**src/rtl/core/pts_pkg.sv**
```systemverilog
// ----------------------------------------------------------------------------
// pts_pkg: shared types and constants of the periodic timer scheduler
// Operation codes, status codes, field widths, the cell bus structs and the
// scheduler state type.
// ----------------------------------------------------------------------------
`default_nettype none
package pts_pkg;
	localparam int TIMER_SLOTS = 32;
	localparam int SLOT_W = $clog2(TIMER_SLOTS);
	localparam int CNT_W = $clog2(TIMER_SLOTS + 1);
	localparam int MAX_RESULTS = 32;

	localparam logic [1:0] FUNC_ADD = 2'd0;
	localparam logic [1:0] FUNC_REMOVE = 2'd1;
	localparam logic [1:0] FUNC_TICK = 2'd2;

	localparam logic [1:0] ST_OK = 2'd0;
	localparam logic [1:0] ST_FULL = 2'd1;
	localparam logic [1:0] ST_NOT_FOUND = 2'd2;

	localparam logic [7:0] ADDR_TPS = 8'd0;

	typedef enum logic [2:0] {
		S_IDLE,
		S_MUL,
		S_ADD,
		S_REMOVE,
		S_SCAN,
		S_FIRE,
		S_OUT
	} state_t;

	// command broadcast from the controller to every cell
	typedef struct packed {
		logic        arm;
		logic        free_sel;
		logic        mark;
		logic        fire;
		logic [SLOT_W-1:0] sel;
		logic [31:0] now;
		logic [31:0] deadline;
		logic [31:0] rearm;
		logic [15:0] period;
		logic [15:0] total;
		logic [31:0] serial;
		logic [31:0] rid;
	} cell_cmd_t;

	// per-cell status toward the controller
	typedef struct packed {
		logic        used;
		logic        pending;
		logic        match;
		logic [31:0] deadline;
		logic [31:0] serial;
		logic [15:0] period;
		logic        expire;
	} cell_stat_t;

	// running earliest-pending candidate passed along the chain
	typedef struct packed {
		logic        valid;
		logic [SLOT_W-1:0] idx;
		logic [31:0] deadline;
	} cand_t;
endpackage
`default_nettype wire

```
**src/rtl/core/pts_cell.sv**
```systemverilog
// ----------------------------------------------------------------------------
// pts_cell: one timer slot
// Holds one timer, flags due timers at tick start and forwards the earliest
// pending candidate to its neighbor through a register.
// ----------------------------------------------------------------------------
`default_nettype none
module pts_cell
	import pts_pkg::*;
(
	input  wire logic            clk,
	input  wire logic            arst_n,
	input  wire logic [SLOT_W-1:0] idx,
	input  wire cell_cmd_t       cmd,
	input  wire cand_t           cand_in,
	output cand_t                cand_out,
	output cell_stat_t           stat
);
	logic        used_q;
	logic        pend_q;
	logic [31:0] deadline_q;
	logic [15:0] period_q;
	logic [15:0] total_q;
	logic [15:0] done_q;
	logic [31:0] serial_q;
	logic        hit;
	logic [15:0] done_nx;
	cand_t       cand_nx;
	cand_t       cand_q;

	assign hit = cmd.sel == idx;
	assign done_nx = done_q + 16'd1;

	always_ff @(posedge clk or negedge arst_n) begin
		if (!arst_n) begin
			used_q <= 1'b0;
			pend_q <= 1'b0;
		end else begin
			if (cmd.mark)
				pend_q <= used_q && (deadline_q <= cmd.now);
			if (cmd.arm && hit)
				used_q <= 1'b1;
			if (cmd.free_sel && hit)
				used_q <= 1'b0;
			if (cmd.fire && hit) begin
				pend_q <= 1'b0;
				if (stat.expire)
					used_q <= 1'b0;
			end
		end
	end

	always_ff @(posedge clk) begin
		if (cmd.arm && hit) begin
			deadline_q <= cmd.deadline;
			period_q <= cmd.period;
			total_q <= cmd.total;
			done_q <= 16'd0;
			serial_q <= cmd.serial;
		end
		if (cmd.fire && hit) begin
			if (total_q != 16'd0)
				done_q <= done_nx;
			deadline_q <= cmd.rearm;
		end
	end

	always_comb begin
		cand_nx = cand_in;
		if (pend_q && (!cand_in.valid || deadline_q < cand_in.deadline)) begin
			cand_nx.valid = 1'b1;
			cand_nx.idx = idx;
			cand_nx.deadline = deadline_q;
		end
	end

	always_ff @(posedge clk or negedge arst_n) begin
		if (!arst_n) begin
			cand_q <= '0;
		end else begin
			cand_q <= cand_nx;
		end
	end

	assign cand_out = cand_q;

	assign stat.used = used_q;
	assign stat.pending = pend_q;
	assign stat.match = used_q && (serial_q == cmd.rid);
	assign stat.deadline = deadline_q;
	assign stat.serial = serial_q;
	assign stat.period = period_q;
	assign stat.expire = (total_q != 16'd0) && (done_nx >= total_q);
endmodule
`default_nettype wire

```
**config.mk**
```make
export PLATFORM = sky130hd
export DESIGN_NAME = pts_cell
export DESIGN_NICKNAME = d
export VERILOG_FILES = /design/src/rtl/core/pts_pkg.sv /design/src/rtl/core/pts_cell.sv
export SDC_FILE = /design/constraint.sdc
export NUM_CORES = 1
export LEC_CHECK = 0
export ABC_CLOCK_PERIOD_IN_PS = 4100
export BUFFER_PORTS_ARGS = -buffer_cell sky130_fd_sc_hd__buf_4
export CAP_MARGIN = 25
export CELL_PAD_IN_SITES_DETAIL_PLACEMENT = 1
export CELL_PAD_IN_SITES_GLOBAL_PLACEMENT = 2
export CORE_AREA = 8 8 171 173
export DETAILED_ROUTE_END_ITERATION = 16
export DIE_AREA = 0 0 179 181
export HOLD_SLACK_MARGIN = 0.15
export PLACE_DENSITY_LB_ADDON = 0.1
export SKIP_LAST_GASP = 1
export SLEW_MARGIN = 20
export SYNTH_ARGS = -nofsm -noshare
export SYNTH_HDL_FRONTEND = slang
export SYNTH_SLANG_ARGS = --single-unit
export TNS_END_PERCENT = 30
```
**constraint.sdc**
```tcl
create_clock -name clk -period 4.1 [get_ports clk]
set_input_delay 0.615 -clock clk [delete_from_list [all_inputs] [get_ports clk]]
set_output_delay 0.615 -clock clk [all_outputs]
set_load 0.1 [all_outputs]
```
# [Yosys cells after proc, flatten, opt, wreduce, memory -nomap -nowiden]
# Index checks and enable logic that the tools add are counted.
[word_totals] elab_cells=40 register_bits=152 in_bits=246 out_inout_bits=122
[classes] n_lt_le_gt_ge=3 n_mux=12 n_reduce_logical=12 addsub=1 eq_ne=2
[ops] op="2-to-1 mux 32 bit" n=2
[ops] op="2-to-1 mux 16 bit" n=3
[ops] op="2-to-1 mux 38 bit" n=1
[ops] op="equality test 32 bit" n=1
[ops] op="less-or-equal comparator 32 bit" n=1
[ops] op="less-than comparator 32 bit" n=1
[ops] op="adder 16 x 1 -> 16 bit (second input constant)" n=1
[ops] op="greater-or-equal comparator 16 bit" n=1
[ops] op="nonzero test 16 bit" n=1
[ops] op="logical AND 1 bit" n=7
[ops] op="2-to-1 mux 1 bit" n=6
[ops] op="equality test 5 bit" n=1
[ops] op="nonzero test 2 bit" n=2
[ops] op="logical NOT 1 bit" n=1
[ops] op="logical OR 1 bit" n=1

# [Depth between registers and ports, before layout]
# Gate-level depths: netlist of run 1.
[depth] ltp_word=6 depth_mapped=12 depth_no_buf=12

# [Least setup slack after synthesis of run 1]
# OpenSTA, ideal clock, no wires.
[synth_path] kind="register to output" startpoint="register serial_q[5]" endpoint="output stat[81] (netlist name)" arrival_time_ns=4.564 slack_ns=-1.079 t_required_ns=3.485 stages_incl_launch_ff=6 n_path_buf=0 path_cell_list="edfxtp_1 xnor2_1 nand4_1 nor4_1 nand4_1 nor4_1"
[synth_lines] element="start: declaration" line_no="pts_cell.sv:24" text="logic [31:0] serial_q;"
[synth_lines] element="start signal: assignment" line_no="pts_cell.sv:58" text="serial_q <= cmd.serial;"
[synth_lines] element="end: declaration" line_no="pts_cell.sv:16" text="output cell_stat_t stat"

==> out/metrics.cfg, run 1 <==
[detailed_routing]
drc_errors=0
via_count=6396
vias_per_cell=4.63
drt_wl_total_mm=29.0
drt_iter0_drc=202
route.detailed.wl_per_inst_um=21.0
ant_nets=0
drt_pre_antenna_iters=4

[critical_path]
critPathTopFamily=compound AO/OA/AOI/OAI gates
crit_path_top_delay_cell=dfxtp_1
end_kind=output pin
cp.required_ps=3480
slowest_delay_ps=420
cp_max_fo=5
cp-start-kind=flop
r2r_slack_ps=1280
cp.arrival_ps=3220
crit_chain=nand4_1, nor4_1, buf_4, and3_1, xor2_1, ha_1, a21o_1, a21o_1, a21oi_1, o21ai_0, a21oi_1, nor2_1, buf_4
worstSetupPathType=reg2out
worst-path-buf-inv=2

[yosys]
synth.distinct_cells=45
syn-num-nets=971
synth_xor_area_share_pct=5.52
muxShareOfSynthArea_pct=11.1
synth_top_family_by_area=adder cells
synth.top_cell.area_share_pct=35.6
synth_edf_count=96
synth_warnings=0
synth_area_um2=8100
syn_inst=645
synth_area_leaders=edfxtp_1 (36%), dfrtp_1 (12%), ha_1 (12%)
ys_seq_area_share_pct=51.9
async_flop_share_pct=26.3
yosys_register_bits=152
synth_compound_area_share_pct=7.02
yosysTopAreaCell=edfxtp_1
yosys.area_share.adder_pct=12.4
synth_flop_cell=edfxtp_1
synth.avg_cell_area_um2=12.6
synth-simple-area-share_pct=7.19

[finish]
final_core_util_pct=44.7
final_cells=1381
final_cell_mix=buf_4 (373), edfxtp_1 (96), inv_1 (83)
final_common_cell=buf_4
finalNetCount=1352
areaGrowthSynthToFinish_pct=46.3
drive_gt1_share_pct=46.3

[run_status]
status=completed

[sta]
setup_viol=0
fmax_mhz=260
skew_ps=15.4
fin_tns_setup_ps=0
post-route-min-period_ps=3840
fin_crit_sh_pct=93.6
rsz0062_at_grt=no
worstMarginPinSlew_ps=1010
slew_headroom_pct=32.7
slew_violations=0
final-hold-violation-count=0
holdWs_ps=201

[clocking]
cts_inserted_buffers=17
clk_pin_slew_worst_paths_ps=80
insertion_delay_ps=420
root_buffer=clkbuf_16
cts_setup_buffers=0
cts_buffer_depth=2
cts.repair.resized=0
postCtsHoldBufs=0
cts.sinks=152
cts_tree=built
h-tree-depth=4

[die]
num_io_pins=368
die_w_um=179
rows=60
core_area_um2=26500
die_h_um=181
start_util_pct=30.6
die-area_um2=32400

[place]
dp_hpwl_mm=23.7
dp.cells=1348
globalplace.congestion=0.749
portBuffers=367

[min_path]
hold_class=in2async

[pwr]
peakVddDrop_mv=0.214
p_leak_nw=5.61
power.density_nw_per_um2=459

[job]
maxCapViolations=0

[global_routing]
grt_pass1_vias=7056
grt_first_pass_wirelength_mm=43.2
gr-total-overflow=0
grt_max_degree=67
antenna_found_initial=2
grt_use_total_pct=17.6

[per-layer routing]
layer	global-route usage [%]	vias to the layer above	part of all wire [%]
li1	-	3096	-
met1	19.2	3039	38
met2	31.3	245	50
met3	7.53	14	11
met4	3.47	2	0.94
met5	0	-	0.045
[synthesized netlist by cell type, drive strengths merged, types with 2 or more instances]
cell type / count
a21o: 9
dfxtp: 16
xnor2: 35
nand4: 22
a21oi: 30
nand3: 16
xor2: 16
a221oi: 2
nor3: 2
ha: 80
o211ai: 2
buf: 10
nand2: 22
a22o: 11
inv: 83
nor2: 16
nor2b: 5
edfxtp: 96
nand2b: 6
and3: 8
nor4: 10
o21ai: 22
mux2: 69
dfrtp: 40
[cell type report]
type                       instances  area, um^2
tap                              341         427
fill                            2939       14700
timing repair buffer             373        2800
inverter                          83         312
sequential                       152        4200
clock inverter                    14         161
clock buffer                      18         429
antenna                            1        2.50
multi-input combinational        399        3510
[metrics by stage]
stage               cell area, um^2  power, W  setup WS (ps)
global placement              11300   0.00387            761
detailed placement            11300   0.00389            724
floorplan                      8100   0.00332           82.5
global route                  11800   0.00566           61.1
finish                        11800   0.00544            261
CTS                           11800   0.00553            245
[cell families (layout without fill, tap and decap cells)]
kind of cell,after synthesis,after routing
multiplexers,70,70
AO/OA/AOI/OAI,87,87
AND/OR/NAND/NOR,111,111
adder cells (fa/ha/maj),80,80
flip-flops,152,152
other,0,1
XOR/XNOR,51,51
buffers and inverters,94,488
[registers in the layout, indices dropped and copies added (netlist names)]
register / flops
period_q: 16
done_q: 16
total_q: 16
pend_q: 1
cand_out: 38
serial_q: 32
deadline_q: 32
used_q: 1
[where the power goes]
part	internal (W)	switching, W
registers	0.00177	0.0000818
logic	0.000621	0.00136
clock network	0.000867	0.000737
total	0.00326	0.00217
[worst paths after layout]
path,cells past startpoint,startpoint,endpoint
max,13,done_q[5]$_DFF_P_,stat[0]
min,1,arst_n,cand_out[21]$_DFF_PN0_
max reg2reg,8,deadline_q[21]$_DFFE_PP_,cand_out[32]$_DFF_PN0_
min reg2reg,2,done_q[15]$_DFF_P_,done_q[15]$_DFF_P_
max in group asynchronous,1,arst_n,cand_out[0]$_DFF_PN0_
min in group clk,1,cmd[76],total_q[12]$_DFFE_PP_
Note: power is estimated with default switching activity, not from simulation.
==> run 2, diff against run 1 <==
--- a/config.mk
+++ b/config.mk
@@ -13,6 +13,7 @@
 export CORE_AREA = 8 8 171 173
 export DETAILED_ROUTE_END_ITERATION = 16
 export DIE_AREA = 0 0 179 181
+export GPL_TIMING_DRIVEN = 0
 export HOLD_SLACK_MARGIN = 0.15
 export PLACE_DENSITY_LB_ADDON = 0.1
 export SKIP_LAST_GASP = 1
==> run 2 against run 1 <==
Global-route usage is essentially flat. Sequential power hardly changed. Critical path depth fell by 1. Via count shrank 0.94%. Clock skew about the same. Power rose by 0.94%. Flip-flop and latch count did not move. Die area is the same. Wire length hardly changed. Final area grew 0.98%. First-iteration DRC count grew 7.4%.
==> out/metrics.cfg, run 2 (synthesis gave the netlist of run 1 again) <==
[run_status]
status=completed

[die]
num_io_pins=368
core_area_um2=26500
die-area_um2=32400
start_util_pct=30.6
die_h_um=181
rows=60
die_w_um=179

[sta]
holdWs_ps=207
setup_viol=0
rsz0062_at_grt=no
slew_violations=0
worstMarginPinSlew_ps=778
post-route-min-period_ps=3840
skew_ps=14.9
fmax_mhz=260
final-hold-violation-count=0
slew_headroom_pct=47.6
fin_crit_sh_pct=93.7

[global_routing]
antenna_found_initial=2
grt_max_degree=41
grt_first_pass_wirelength_mm=43.0
gr-total-overflow=0
grt_pass1_vias=7100
grt_use_total_pct=17.7

[critical_path]
critPathTopFamily=simple AND/OR/NAND/NOR gates
end_kind=output pin
cp.required_ps=3480
worstSetupPathType=reg2out
crit_chain=nand4_1, nor4_4, and3_2, xor2_1, ha_1, a21o_1, a21o_1, a21oi_1, o21ai_0, a21oi_1, nor2_1, buf_4
worst-path-buf-inv=1
slowest_delay_ps=420
cp_max_fo=5
reg2reg_depth=8
cp.arrival_ps=3230
r2r_slack_ps=1070
crit_path_top_delay_cell=dfxtp_1
cp-start-kind=flop
reg2reg_to=cand_out[26]$_DFF_PN0_
reg2reg_from=deadline_q[13]$_DFFE_PP_

[min_path]
hold_class=in2async

[place]
globalplace.congestion=0.749
place_area_um2=11300
portBuffers=367
dp_hpwl_mm=24.0
dp.cells=1355

[finish]
areaGrowthSynthToFinish_pct=47.8
final_cells=1389
finalNetCount=1360
final_cell_mix=buf_4 (370), edfxtp_1 (96), inv_1 (83)
final_common_cell=buf_4
design_area_um2=12000
final_core_util_pct=45.1
largest_reg_flops=38
drive_gt1_share_pct=46.5

[pwr]
power.density_nw_per_um2=459
peakVddDrop_mv=0.205
p_leak_nw=5.66

[clocking]
h-tree-depth=4
insertion_delay_ps=430
clk_pin_slew_worst_paths_ps=80
postCtsHoldBufs=0
cts_inserted_buffers=17
cts.sinks=152
cts_buffer_depth=2
cts_tree=built
root_buffer=clkbuf_16

[detailed_routing]
route.detailed.wl_per_inst_um=20.9
via_count=6336
drt_iter0_drc=217
drt_wl_total_mm=29.0
drc_errors=0
vias_per_cell=4.56
drt_pre_antenna_iters=4
ant_nets=0

[job]
maxCapViolations=0

run 2: changes by cell type in the layout (fill, tap and decap cells not counted), moves of 2 or more:
cell,delta
buf_8,+3
buf_4,-3
buf_12,+2
buf_1,+4
run 2: worst max path at each step:
stage / start / to / cells after the start
after global placement: cmd[195] / deadline_q[10]$_DFFE_PP_ / 5
after detailed placement: done_q[2]$_DFF_P_ / stat[0] / 12
after global routing: done_q[7]$_DFF_P_ / stat[0] / 12
after floorplan: serial_q[5]$_DFFE_PP_ / stat[81] / 5
after CTS: done_q[2]$_DFF_P_ / stat[0] / 12
final: done_q[7]$_DFF_P_ / stat[0] / 12
run 2: routing by layer:
metal,vias up,GRT usage (%),part of all wire [%]
met5,-,0,0.031
met4,2,5.16,1.8
met3,31,6.42,9.6
met2,246,31.5,50
met1,2951,19.1,38
li1,3106,-,-
run 2: area by class of cell:
class | instances | area, um^2
fill | 2950 | 14500
sequential | 152 | 4210
multi-input combinational | 399 | 3540
timing repair buffer | 370 | 2800
clock buffer | 18 | 429
tap | 341 | 427
inverter | 83 | 312
clock inverter | 14 | 160
buffer | 11 | 83.8
antenna | 1 | 2.50
run 2: through the flow:
stage | TNS (ps) | power (W) | worst slack (ps)
floorplan | 0 | 0.00332 | 82.5
global placement | -55790 | 0.00393 | -1560
detailed placement | 0 | 0.00395 | 310
CTS | 0 | 0.00558 | 18.3
global route | 0 | 0.00573 | 19.9
finish | 0 | 0.00549 | 257
run 2: worst reg2reg max path, stage by stage, from the launching register on:
cell and delay (ps):
edfxtp_1 450, ha_1 320, a21oi_1 140, nor2_1 50, a2111oi_0 530, o211ai_1 330, a22oi_4 530, buf_8 260
mux2_4 320
run 2: repair_timing:
action / CTS / global route
endpoints found under the setup margin: 1 / 1
buffers inserted: 0 / 1
pin swaps: 0 / 2
gates resized for setup: 1 / 6
hold endpoints to repair: 0 / 0
run 2: where the power goes:
group | total, W | switching [W] | internal, W
clock | 0.00160 | 0.000738 | 0.000865
sequential | 0.00186 | 0.0000849 | 0.00177
combinational | 0.00203 | 0.00137 | 0.000656
total | 0.00549 | 0.00219 | 0.00329
